### config.mk
export PLATFORM = sky130hd
export DESIGN_NAME = pressed_usage_refcount_table_flat
export DESIGN_NICKNAME = d
export VERILOG_FILES = /design/src/rtl/pur_pkg.sv /design/src/rtl/pur_if.sv /design/src/rtl/pur_ram.sv /design/src/rtl/pressed_usage_refcount_table.sv /design/src/flat_wrapper.sv
export SDC_FILE = /design/constraint.sdc
export NUM_CORES = 1
export LEC_CHECK = 0
export ABC_AREA = 0
export BUFFER_PORTS_ARGS = -buffer_cell sky130_fd_sc_hd__buf_2
export CAP_MARGIN = 10
export CORE_UTILIZATION = 25
export DETAILED_ROUTE_END_ITERATION = 16
export PLACE_DENSITY = 0.51
export SYNTH_ARGS = -nofsm -noshare
export SYNTH_HDL_FRONTEND = slang
export SYNTH_HIERARCHICAL = 1
export SYNTH_SLANG_ARGS = --single-unit
### constraint.sdc
create_clock -name clk -period 5.7 [get_ports clk]
set_input_delay 0.285 -clock clk [delete_from_list [all_inputs] [get_ports clk]]
set_output_delay 0.285 -clock clk [all_outputs]
set_load 0.1 [all_outputs]
### src/rtl/pur_pkg.sv
// Shared types and constants of the held-usage reference-count table.
// Depends on nothing; used by the interfaces, the top level and the checker.
`timescale 1ns / 1ps
`default_nettype none

package pur_pkg;

  localparam int ID_W             = 16;
  localparam int CNT_W            = 16;
  localparam int STATUS_W         = 3;
  localparam int HELD_W           = 5;
  localparam int KEY_FIELDS       = 6;
  localparam int KEY_IDX_W        = $clog2(KEY_FIELDS);
  localparam int DEF_TABLE_DEPTH  = 16;
  localparam int DEF_REPORT_SLOTS = 6;

  typedef enum logic [STATUS_W-1:0] {
    ST_UPDATED  = 3'd0,
    ST_INSERTED = 3'd1,
    ST_REMOVED  = 3'd2,
    ST_IGNORED  = 3'd3,
    ST_FULL     = 3'd4
  } status_t;

endpackage

`default_nettype wire

### src/rtl/pur_if.sv
// Request and response channel interfaces of the held-usage table.
// Depends on pur_pkg for the field widths.
`timescale 1ns / 1ps
`default_nettype none

interface pur_req_if;
  logic                           valid;
  logic                           ready;
  logic [pur_pkg::ID_W-1:0]       usage_code;
  logic signed [pur_pkg::CNT_W-1:0] count_change;

  modport source (output valid, output usage_code, output count_change, input ready);
  modport sink   (input valid, input usage_code, input count_change, output ready);
endinterface

interface pur_rsp_if;
  logic                          valid;
  logic                          ready;
  logic [pur_pkg::STATUS_W-1:0]  status;
  logic [pur_pkg::HELD_W-1:0]    held_count;
  logic [pur_pkg::ID_W-1:0]      report_key_0;
  logic [pur_pkg::ID_W-1:0]      report_key_1;
  logic [pur_pkg::ID_W-1:0]      report_key_2;
  logic [pur_pkg::ID_W-1:0]      report_key_3;
  logic [pur_pkg::ID_W-1:0]      report_key_4;
  logic [pur_pkg::ID_W-1:0]      report_key_5;

  modport source (output valid, output status, output held_count, output report_key_0,
                  output report_key_1, output report_key_2, output report_key_3,
                  output report_key_4, output report_key_5, input ready);
  modport sink   (input valid, input status, input held_count, input report_key_0,
                  input report_key_1, input report_key_2, input report_key_3,
                  input report_key_4, input report_key_5, output ready);
endinterface

`default_nettype wire

### src/rtl/pur_ram.sv
// Generic simple dual-port RAM: one write port, one registered read port.
// Depends on nothing.
`timescale 1ns / 1ps
`default_nettype none

module pur_ram #(
  parameter int WIDTH = 32,
  parameter int DEPTH = 16,
  localparam int AW = (DEPTH > 1) ? $clog2(DEPTH) : 1
) (
  input  wire logic             clk,
  input  wire logic             wr_en,
  input  wire logic [AW-1:0]    wr_addr,
  input  wire logic [WIDTH-1:0] wr_data,
  input  wire logic             rd_en,
  input  wire logic [AW-1:0]    rd_addr,
  output logic      [WIDTH-1:0] rd_data
);

  logic [WIDTH-1:0] mem [DEPTH];

  always_ff @(posedge clk) begin
    if (wr_en) begin
      mem[wr_addr] <= wr_data;
    end
    if (rd_en) begin
      rd_data <= mem[rd_addr];
    end
  end

endmodule

`default_nettype wire

### src/rtl/pressed_usage_refcount_table.sv
// Top level of the held-usage reference-count table with keyboard report.
// Depends on pur_pkg, pur_req_if, pur_rsp_if and pur_ram.
//
//   Channel | Dir | Payload                                   | Per request
//   --------+-----+-------------------------------------------+------------
//   req     | in  | usage_code, count_change                  | one
//   rsp     | out | status, held_count, report_key_0 .. _5    | one
//
// Steps: a request is accepted, searched (skipped with an empty table or a
// zero code) and decided; on insert or remove the entries above the slot
// shift; then the top min(REPORT_SLOTS, 6, held) entries are read for the
// report, and the response is done. A new request is taken only in idle.
// The single read port of the entry RAM reads one entry per cycle.
// Reset: synchronous; clears the held count and all control state, so no RAM
// clearing pass is needed (slots at and above the held count are never read).
// Stalls: a finished response waits in the output register while the next
// request is taken; the sequencer holds in its last state only if that
// register is still full when the following response is ready.
`timescale 1ns / 1ps
`default_nettype none

module pressed_usage_refcount_table #(
  parameter int TABLE_DEPTH  = pur_pkg::DEF_TABLE_DEPTH,
  parameter int REPORT_SLOTS = pur_pkg::DEF_REPORT_SLOTS
) (
  input  wire logic  clk,
  input  wire logic  rst,
  pur_req_if.sink    req,
  pur_rsp_if.source  rsp
);

  localparam int CW    = $clog2(TABLE_DEPTH + 1);
  localparam int AW    = (TABLE_DEPTH > 1) ? $clog2(TABLE_DEPTH) : 1;
  localparam int EW    = pur_pkg::ID_W + pur_pkg::CNT_W;
  localparam int KF    = pur_pkg::KEY_FIELDS;
  localparam int KIW   = pur_pkg::KEY_IDX_W;
  localparam int SLOTS = (REPORT_SLOTS < KF) ? REPORT_SLOTS : KF;

  // One-hot sequencer states.
  typedef enum logic [7:0] {
    S_IDLE   = 8'b0000_0001,
    S_SEARCH = 8'b0000_0010,
    S_DECIDE = 8'b0000_0100,
    S_SHDN   = 8'b0000_1000,
    S_SHUP   = 8'b0001_0000,
    S_RPREP  = 8'b0010_0000,
    S_REPORT = 8'b0100_0000,
    S_DONE   = 8'b1000_0000
  } state_t;

  state_t                          state;
  logic [pur_pkg::ID_W-1:0]        code;
  logic signed [pur_pkg::CNT_W-1:0] change;
  logic [CW-1:0]                   total;    // entries held
  logic [CW-1:0]                   idx;      // next RAM read address
  logic [CW-1:0]                   rem;      // reads still to issue
  logic [CW-1:0]                   pos;      // match or insertion slot
  logic                            found;
  logic [pur_pkg::CNT_W-1:0]       cnt;      // count of the matching entry
  logic                            pend;     // read data arrives this cycle
  logic [CW-1:0]                   pend_addr;
  logic [KIW-1:0]                  k;
  logic [KIW-1:0]                  pend_k;
  pur_pkg::status_t                status;
  logic [pur_pkg::ID_W-1:0]        rpt [KF];

  // Output register.
  logic                            rsp_valid;
  logic                            rsp_load;  // finished response enters the register
  pur_pkg::status_t                rsp_status;
  logic [pur_pkg::HELD_W-1:0]      rsp_held;
  logic [pur_pkg::ID_W-1:0]        rsp_key [KF];

  // Entry RAM ports.
  logic                  ram_wr_en;
  logic [AW-1:0]         ram_wr_addr;
  logic [EW-1:0]         ram_wr_data;
  logic                  ram_rd_en;
  logic [EW-1:0]         ram_rd_data;

  logic [pur_pkg::ID_W-1:0]  rd_id;
  logic [pur_pkg::CNT_W-1:0] rd_cnt;
  logic [pur_pkg::CNT_W-1:0] new_cnt;
  logic [CW-1:0]             pend_inc;
  logic [CW-1:0]             pend_dec;
  logic                      search_stop;
  logic [CW-1:0]             nrep;

  assign rd_id    = ram_rd_data[EW-1:pur_pkg::CNT_W];
  assign rd_cnt   = ram_rd_data[pur_pkg::CNT_W-1:0];
  assign new_cnt  = cnt + $unsigned(change);
  assign pend_inc = pend_addr + CW'(1);
  assign pend_dec = pend_addr - CW'(1);
  assign rsp_load = (state == S_DONE) && (!rsp_valid || rsp.ready);

  // Stop the search on the first entry not below the code, or at the last entry.
  assign search_stop = pend && ((rd_id >= code) || (pend_inc == total));

  // Report reads: the top min(SLOTS, total) entries.
  always_comb begin
    if (int'(total) < SLOTS) begin
      nrep = total;
    end else begin
      nrep = CW'(SLOTS);
    end
  end

  // RAM control: read one entry per cycle, write updated counts, moved entries and new entries.
  always_comb begin
    ram_rd_en   = 1'b0;
    ram_wr_en   = 1'b0;
    ram_wr_addr = pos[AW-1:0];
    ram_wr_data = {code, new_cnt};
    case (state)
      S_SEARCH: begin
        ram_rd_en = (idx < total) && !search_stop;
      end
      S_DECIDE: begin
        ram_wr_en = (code != '0) && found && (new_cnt != '0);
      end
      S_SHDN: begin
        ram_rd_en = (rem != '0);
        if (pend) begin
          ram_wr_en   = 1'b1;
          ram_wr_addr = pend_dec[AW-1:0];
          ram_wr_data = ram_rd_data;
        end
      end
      S_SHUP: begin
        ram_rd_en = (rem != '0);
        if (pend) begin
          ram_wr_en   = 1'b1;
          ram_wr_addr = pend_inc[AW-1:0];
          ram_wr_data = ram_rd_data;
        end else if (rem == '0) begin
          // Drop the new entry into the gap.
          ram_wr_en   = 1'b1;
          ram_wr_data = {code, $unsigned(change)};
        end
      end
      S_REPORT: begin
        ram_rd_en = (rem != '0);
      end
      default: begin
        ram_rd_en = 1'b0;
      end
    endcase
  end

  pur_ram #(
    .WIDTH (EW),
    .DEPTH (TABLE_DEPTH)
  ) u_entries (
    .clk     (clk),
    .wr_en   (ram_wr_en),
    .wr_addr (ram_wr_addr),
    .wr_data (ram_wr_data),
    .rd_en   (ram_rd_en),
    .rd_addr (idx[AW-1:0]),
    .rd_data (ram_rd_data)
  );

  always_ff @(posedge clk) begin
    if (rst) begin
      state     <= S_IDLE;
      total     <= '0;
      pend      <= 1'b0;
      rsp_valid <= 1'b0;
    end else begin
      // Load a finished response, or retire the held one once taken.
      if (rsp_load) begin
        rsp_valid <= 1'b1;
      end else if (rsp_valid && rsp.ready) begin
        rsp_valid <= 1'b0;
      end

      case (state)
        S_IDLE: begin
          if (req.valid) begin
            code  <= req.usage_code;
            change <= req.count_change;
            idx   <= '0;
            pos   <= '0;
            found <= 1'b0;
            pend  <= 1'b0;
            if ((req.usage_code == '0) || (total == '0)) begin
              state <= S_DECIDE;
            end else begin
              state <= S_SEARCH;
            end
          end
        end

        S_SEARCH: begin
          pend      <= ram_rd_en;
          pend_addr <= idx;
          if (ram_rd_en) begin
            idx <= idx + CW'(1);
          end
          if (pend) begin
            if (rd_id < code) begin
              pos <= pend_inc;
            end else begin
              pos   <= pend_addr;
              found <= (rd_id == code);
              cnt   <= rd_cnt;
            end
          end
          if (search_stop) begin
            state <= S_DECIDE;
          end
        end

        S_DECIDE: begin
          pend  <= 1'b0;
          state <= S_RPREP;
          if (code == '0) begin
            status <= pur_pkg::ST_IGNORED;
          end else if (found) begin
            if (new_cnt == '0) begin
              // Close the gap: move the entries above the match down by one.
              status <= pur_pkg::ST_REMOVED;
              idx    <= pos + CW'(1);
              rem    <= total - pos - CW'(1);
              state  <= S_SHDN;
            end else begin
              status <= pur_pkg::ST_UPDATED;
            end
          end else if (change[pur_pkg::CNT_W-1] || (change == '0)) begin
            status <= pur_pkg::ST_IGNORED;
          end else if (int'(total) >= TABLE_DEPTH) begin
            status <= pur_pkg::ST_FULL;
          end else begin
            // Open a gap: move the entries from the top down to pos up by one.
            status <= pur_pkg::ST_INSERTED;
            idx    <= total - CW'(1);
            rem    <= total - pos;
            state  <= S_SHUP;
          end
        end

        S_SHDN: begin
          pend      <= ram_rd_en;
          pend_addr <= idx;
          if (ram_rd_en) begin
            idx <= idx + CW'(1);
            rem <= rem - CW'(1);
          end else if (!pend) begin
            total <= total - CW'(1);
            state <= S_RPREP;
          end
        end

        S_SHUP: begin
          pend      <= ram_rd_en;
          pend_addr <= idx;
          if (ram_rd_en) begin
            idx <= idx - CW'(1);
            rem <= rem - CW'(1);
          end else if (!pend) begin
            total <= total + CW'(1);
            state <= S_RPREP;
          end
        end

        S_RPREP: begin
          for (int i = 0; i < KF; i++) begin
            rpt[i] <= '0;
          end
          idx   <= total - CW'(1);
          rem   <= nrep;
          k     <= '0;
          pend  <= 1'b0;
          state <= S_REPORT;
        end

        S_REPORT: begin
          pend   <= ram_rd_en;
          pend_k <= k;
          if (ram_rd_en) begin
            idx <= idx - CW'(1);
            k   <= k + KIW'(1);
            rem <= rem - CW'(1);
          end
          if (pend) begin
            rpt[pend_k] <= rd_id;
          end
          if (!ram_rd_en && !pend) begin
            state <= S_DONE;
          end
        end

        S_DONE: begin
          // Hold until the output register is free.
          if (rsp_load) begin
            rsp_status <= status;
            rsp_held   <= pur_pkg::HELD_W'(total);
            for (int i = 0; i < KF; i++) begin
              rsp_key[i] <= rpt[i];
            end
            state <= S_IDLE;
          end
        end

        default: begin
          state <= S_IDLE;
        end
      endcase
    end
  end

  assign req.ready        = (state == S_IDLE);
  assign rsp.valid        = rsp_valid;
  assign rsp.status       = rsp_status;
  assign rsp.held_count   = rsp_held;
  assign rsp.report_key_0 = rsp_key[0];
  assign rsp.report_key_1 = rsp_key[1];
  assign rsp.report_key_2 = rsp_key[2];
  assign rsp.report_key_3 = rsp_key[3];
  assign rsp.report_key_4 = rsp_key[4];
  assign rsp.report_key_5 = rsp_key[5];

endmodule

`default_nettype wire

### src/flat_wrapper.sv
// flat-port wrapper written by rule: the top's interface ports become plain ports
module pressed_usage_refcount_table_flat 
#(
  parameter int TABLE_DEPTH  = pur_pkg::DEF_TABLE_DEPTH,
  parameter int REPORT_SLOTS = pur_pkg::DEF_REPORT_SLOTS
)
  (clk, rst, req_valid, req_usage_code, req_count_change, req_ready, rsp_valid, rsp_status, rsp_held_count, rsp_report_key_0, rsp_report_key_1, rsp_report_key_2, rsp_report_key_3, rsp_report_key_4, rsp_report_key_5, rsp_ready);
  pur_req_if req_i ();
  pur_rsp_if rsp_i ();
  input  wire logic clk;
  input  wire logic rst;
  input wire logic [$bits(req_i.valid)-1:0] req_valid;
  input wire logic [$bits(req_i.usage_code)-1:0] req_usage_code;
  input wire logic [$bits(req_i.count_change)-1:0] req_count_change;
  output wire logic [$bits(req_i.ready)-1:0] req_ready;
  output wire logic [$bits(rsp_i.valid)-1:0] rsp_valid;
  output wire logic [$bits(rsp_i.status)-1:0] rsp_status;
  output wire logic [$bits(rsp_i.held_count)-1:0] rsp_held_count;
  output wire logic [$bits(rsp_i.report_key_0)-1:0] rsp_report_key_0;
  output wire logic [$bits(rsp_i.report_key_1)-1:0] rsp_report_key_1;
  output wire logic [$bits(rsp_i.report_key_2)-1:0] rsp_report_key_2;
  output wire logic [$bits(rsp_i.report_key_3)-1:0] rsp_report_key_3;
  output wire logic [$bits(rsp_i.report_key_4)-1:0] rsp_report_key_4;
  output wire logic [$bits(rsp_i.report_key_5)-1:0] rsp_report_key_5;
  input wire logic [$bits(rsp_i.ready)-1:0] rsp_ready;
  assign req_i.valid = req_valid;
  assign req_i.usage_code = req_usage_code;
  assign req_i.count_change = req_count_change;
  assign req_ready = req_i.ready;
  assign rsp_valid = rsp_i.valid;
  assign rsp_status = rsp_i.status;
  assign rsp_held_count = rsp_i.held_count;
  assign rsp_report_key_0 = rsp_i.report_key_0;
  assign rsp_report_key_1 = rsp_i.report_key_1;
  assign rsp_report_key_2 = rsp_i.report_key_2;
  assign rsp_report_key_3 = rsp_i.report_key_3;
  assign rsp_report_key_4 = rsp_i.report_key_4;
  assign rsp_report_key_5 = rsp_i.report_key_5;
  assign rsp_i.ready = rsp_ready;
  pressed_usage_refcount_table #(.TABLE_DEPTH(TABLE_DEPTH), .REPORT_SLOTS(REPORT_SLOTS)) u_core (.clk(clk), .rst(rst), .req(req_i), .rsp(rsp_i));
endmodule
==> run_results.csv <==
group,metric,value,unit
grt,grt.total_usage,12.4,%
routing,drc,0,
grt,grt_overflow,0,
timing,finalCriticalPeriod,4.62,ns
run,max_cap_viol_count,0,
setup_path,r2r-start,"u_core/change[0]",
clock_tree,postCtsSetupBuffers,0,
synthesis,synth_edf_count,822,
synthesis,synth.top_cell.area_share,74.2,%
timing,hold_viol_final,0,
clock_tree,cts_buffer_depth,3,
routing,drtIter0Drc,1639,
final_layout,fill_cells,12917,
synthesis,yosys-top-cells-area,"edfxtp_1 (74%), mux4_2 (8.7%), ha_1 (1.9%), nor2_1 (1.6%), a22oi_1 (1.6%)",
clock_tree,cts_inserted_buffers,88,
worst_hold_path,hp-class,"in -> reg",
synthesis,synth_nets,1971,
setup_path,cp_num_buf_inv,3,
setup_path,crit_family,"simple AND/OR/NAND/NOR gates",
placed_design,gp_congestion,0.868,
power,max-vdd-ir-drop,0.000227,V
timing,finalCritPeriodShare,81.1,%
setup_path,max_stage_delay,0.59,ns
placed_design,dp_slack,1.12,ns
timing,worst_pin_slew,1.16,ns
clock_tree,clk-insertion-delay-late,0.67,ns
placed_design,portBuffers,141,
grt,grt_max_degree,132,
final_layout,final-instance-count-excl-fill,3962,
setup_path,crit_path_cell_trace,"ha_1 > fa_1 > a21o_1 > a221oi_1 > buf_4 > o31ai_1 > a311oi_1 > nor4_1 > and4_1 > and4_1 > o21ai_0 > buf_4 > or3b_2 > nor3_4 > buf_12",
routing,drtAntennaViolNets,0,
setup_path,worstSetupEndpointType,"flop",
synthesis,yosys_warnings,6,
floorplan,initial_core_util,25.2,%
synthesis,synth_top_cell_by_area,"edfxtp_1",
final_layout,nets,2225,
synthesis,ys.flop_type,"edfxtp_1",
routing,routed_wl,84200,µm
floorplan,num_rows,133,
final_layout,ff_latch_area,0.0250,mm²
setup_path,r2r_cells,15,
setup_path,startpoint_type,"flop",
floorplan,die-area,0.134,mm²
run_status,status,"finished clean",
setup_path,endpoint,"u_core/u_entries/mem[0][31]",
final_layout,drive_gt1_share,23.0,%
power,leakage,13.4,nW
floorplan,io_pins,142,
power,power_density,348,mW/mm²
grt,grt_pass1_wl,124000,µm
timing,clock-skew-final,0.0350,ns
clock_tree,ctsHtreeMaxLevel,3,
timing,setup_slack,1.08,ns
routing,post_drt_wl_per_cell,21.3,µm
setup_path,cp.depth,15,
setup_path,crit_fanout,32,
timing,fin_tns_setup,0,ns
clock_tree,cts.sinks,837,
clock_tree,clk_pin_slew_worst_paths,0.06,ns
floorplan,die_h,367,µm
timing,max_freq,216,MHz
timing,holdWs,0.0951,ns
grt,antenna_found_initial,0,
timing,finalSetupViolations,0,
setup_path,cp.required,6.03,ns
setup_path,reg2reg_slack,1.08,ns
synthesis,netlist_area,0.0333,mm²
synthesis,synth_async_sr_flop_share,0,%
power,totalPowerFinal,0.0139,W
clock_tree,root_buffer,"clkbuf_16",
placed_design,dp_hpwl,56600,µm
routing,viasPerCell,4.56,
final_layout,synthToLayoutAreaGrowth,20.2,%
synthesis,syn_inst,1882,
floorplan,fp.coreArea,0.132,mm²
routing,via_count,18075,
final_layout,multi_input_area,0.00791,mm²
timing,drv_slew,0,
worst_hold_path,hold_depth,4,
timing,rsz0062_at_grt,"false",
synthesis,yosysMostFrequentCell,"edfxtp_1",
setup_path,worstPathArrival,4.95,ns
setup_path,crit_start,"u_core/change[0]",
synthesis,syn_avg_cell_area,17.7,µm²
synthesis,synth_common_cells,"edfxtp_1 (822), nor2_1 (140), nand2_1 (133)",
setup_path,path_class,"reg -> reg",
placed_design,dp.cells,3768,
floorplan,dieWidth,367,µm
timing,slew-limit-headroom,22.5,%
synthesis,synth.ff_latch_count,837,
clock_tree,cts_tree,"built",
synthesis,seq_area_frac_synth,75.1,%
routing,first_pass_iters,5,
setup_path,r2r-end,"u_core/u_entries/mem[0][31]",
setup_path,critPathSlowestCell,"or3b_2",
grt,grt_pass1_vias,18537,
synthesis,synth.distinct_cells,67,
[kinds of logic after synthesis]
group,share of synthesized area (%)
mux,8.85
compound gates,4.98
flops,75.1
fa+ha+maj,2.06
simple gates,5.87
buf+inv,1.75
xor+xnor,1.37
[cell usage in the layout, fill, tap and decap left out, drive strengths merged, types with 9 or more instances in the layout]
cell type	count
edfxtp	822
buf	213
nor2	141
nand2	133
mux4	128
clkbuf	111
a22oi	69
inv	62
ha	50
o21ai	47
a21oi	44
xnor2	36
dlygate4sd3	33
clkinv	27
nor3	22
and2	21
xor2	16
a21o	15
nor4	15
dfxtp	15
nand4	13
nand3	13
a211oi	11
o221ai	10
a31oi	10
bufinv	9
and3	9
nand3b	9
[power by group]
part           total (W)  internal (W)  switching (W)
Combinational    0.00122      0.000459       0.000764
Clock            0.00578       0.00335        0.00242
Sequential       0.00691       0.00687      0.0000433
[per-stage QoR]
| step | util (%) | cell area [µm²] |
|---|---|---|
| after floorplan | - | 33300 |
| after global placement | 27.8 | 36700 |
| after detailed placement | 27.8 | 36700 |
| after CTS | 30.3 | 40000 |
| after global routing | 30.3 | 40000 |
| final | 30.3 | 40000 |
[how the worst min path moves through the flow]
| stage | start | to | slack [ns] |
|---|---|---|---|
| floorplan | req_count_change[0] | u_core/change[0] | 0.38 |
| global placement | u_core/rpt[1][6] | u_core/rsp_key[1][6] | 0.40 |
| detailed placement | u_core/rpt[1][7] | u_core/rsp_key[1][7] | 0.40 |
| CTS | req_valid | u_core/pend | 0.04 |
| global route | req_valid | u_core/pend | 0.1 |
| finish | req_valid | u_core/pend | 0.1 |
[timing repair]
action / 4_1_cts / 5_1_grt
hold endpoints to repair: 33 / 0
hold buffers: 33 / 0
resized for setup: 0 / 0
[worst reg2reg max path: stages (launching register included)]
cell      delay, ns
edfxtp_1       0.44
ha_1           0.26
fa_1           0.43
a21o_1         0.20
a221oi_1       0.26
buf_4          0.19
o31ai_1        0.12
a311oi_1       0.34
nor4_1         0.14
and4_1         0.25
and4_1         0.25
o21ai_0        0.18
buf_4          0.19
or3b_2         0.60
nor3_4         0.19
buf_12         0.26
[registers in the layout, indices dropped and copies added, names as in the netlist]
register and flops:
u_core/change 16, u_core/cnt 16, u_core/code 16, u_core/found 1
u_core/idx 5, u_core/k 3, u_core/pend 1, u_core/pend_addr 5
u_core/pend_k 3, u_core/pos 5, u_core/rem 5, u_core/rpt 96
u_core/rsp.held_count 5, u_core/rsp.status 3, u_core/rsp.valid 1, u_core/rsp_key 96
u_core/state 8, u_core/status 3, u_core/total 5, u_core/u_entries/mem 512
u_core/u_entries/rd_data 32
[metal layers]
layer | track usage (%) | vias up | part of all wire [%]
met5 | 0 | - | 0
met4 | 3.75 | 0 | 2.1
met3 | 2.21 | 109 | 5.5
met2 | 19.5 | 521 | 47
met1 | 17.3 | 9485 | 46
li1 | - | 7960 | -
[final cells by class]
class                           instances  share of cell area [%]
Sequential cell                       837                    62.5
Multi-Input combinational cell        904                    19.8
Clock buffer                          111                    5.85
Tap cell                             1755                    5.49
Timing Repair Buffer                  246                    4.29
Clock inverter                         47                    1.53
Inverter                               59                   0.554
Antenna cell                            3                  0.0188
Power figures use the tool's default switching activity.
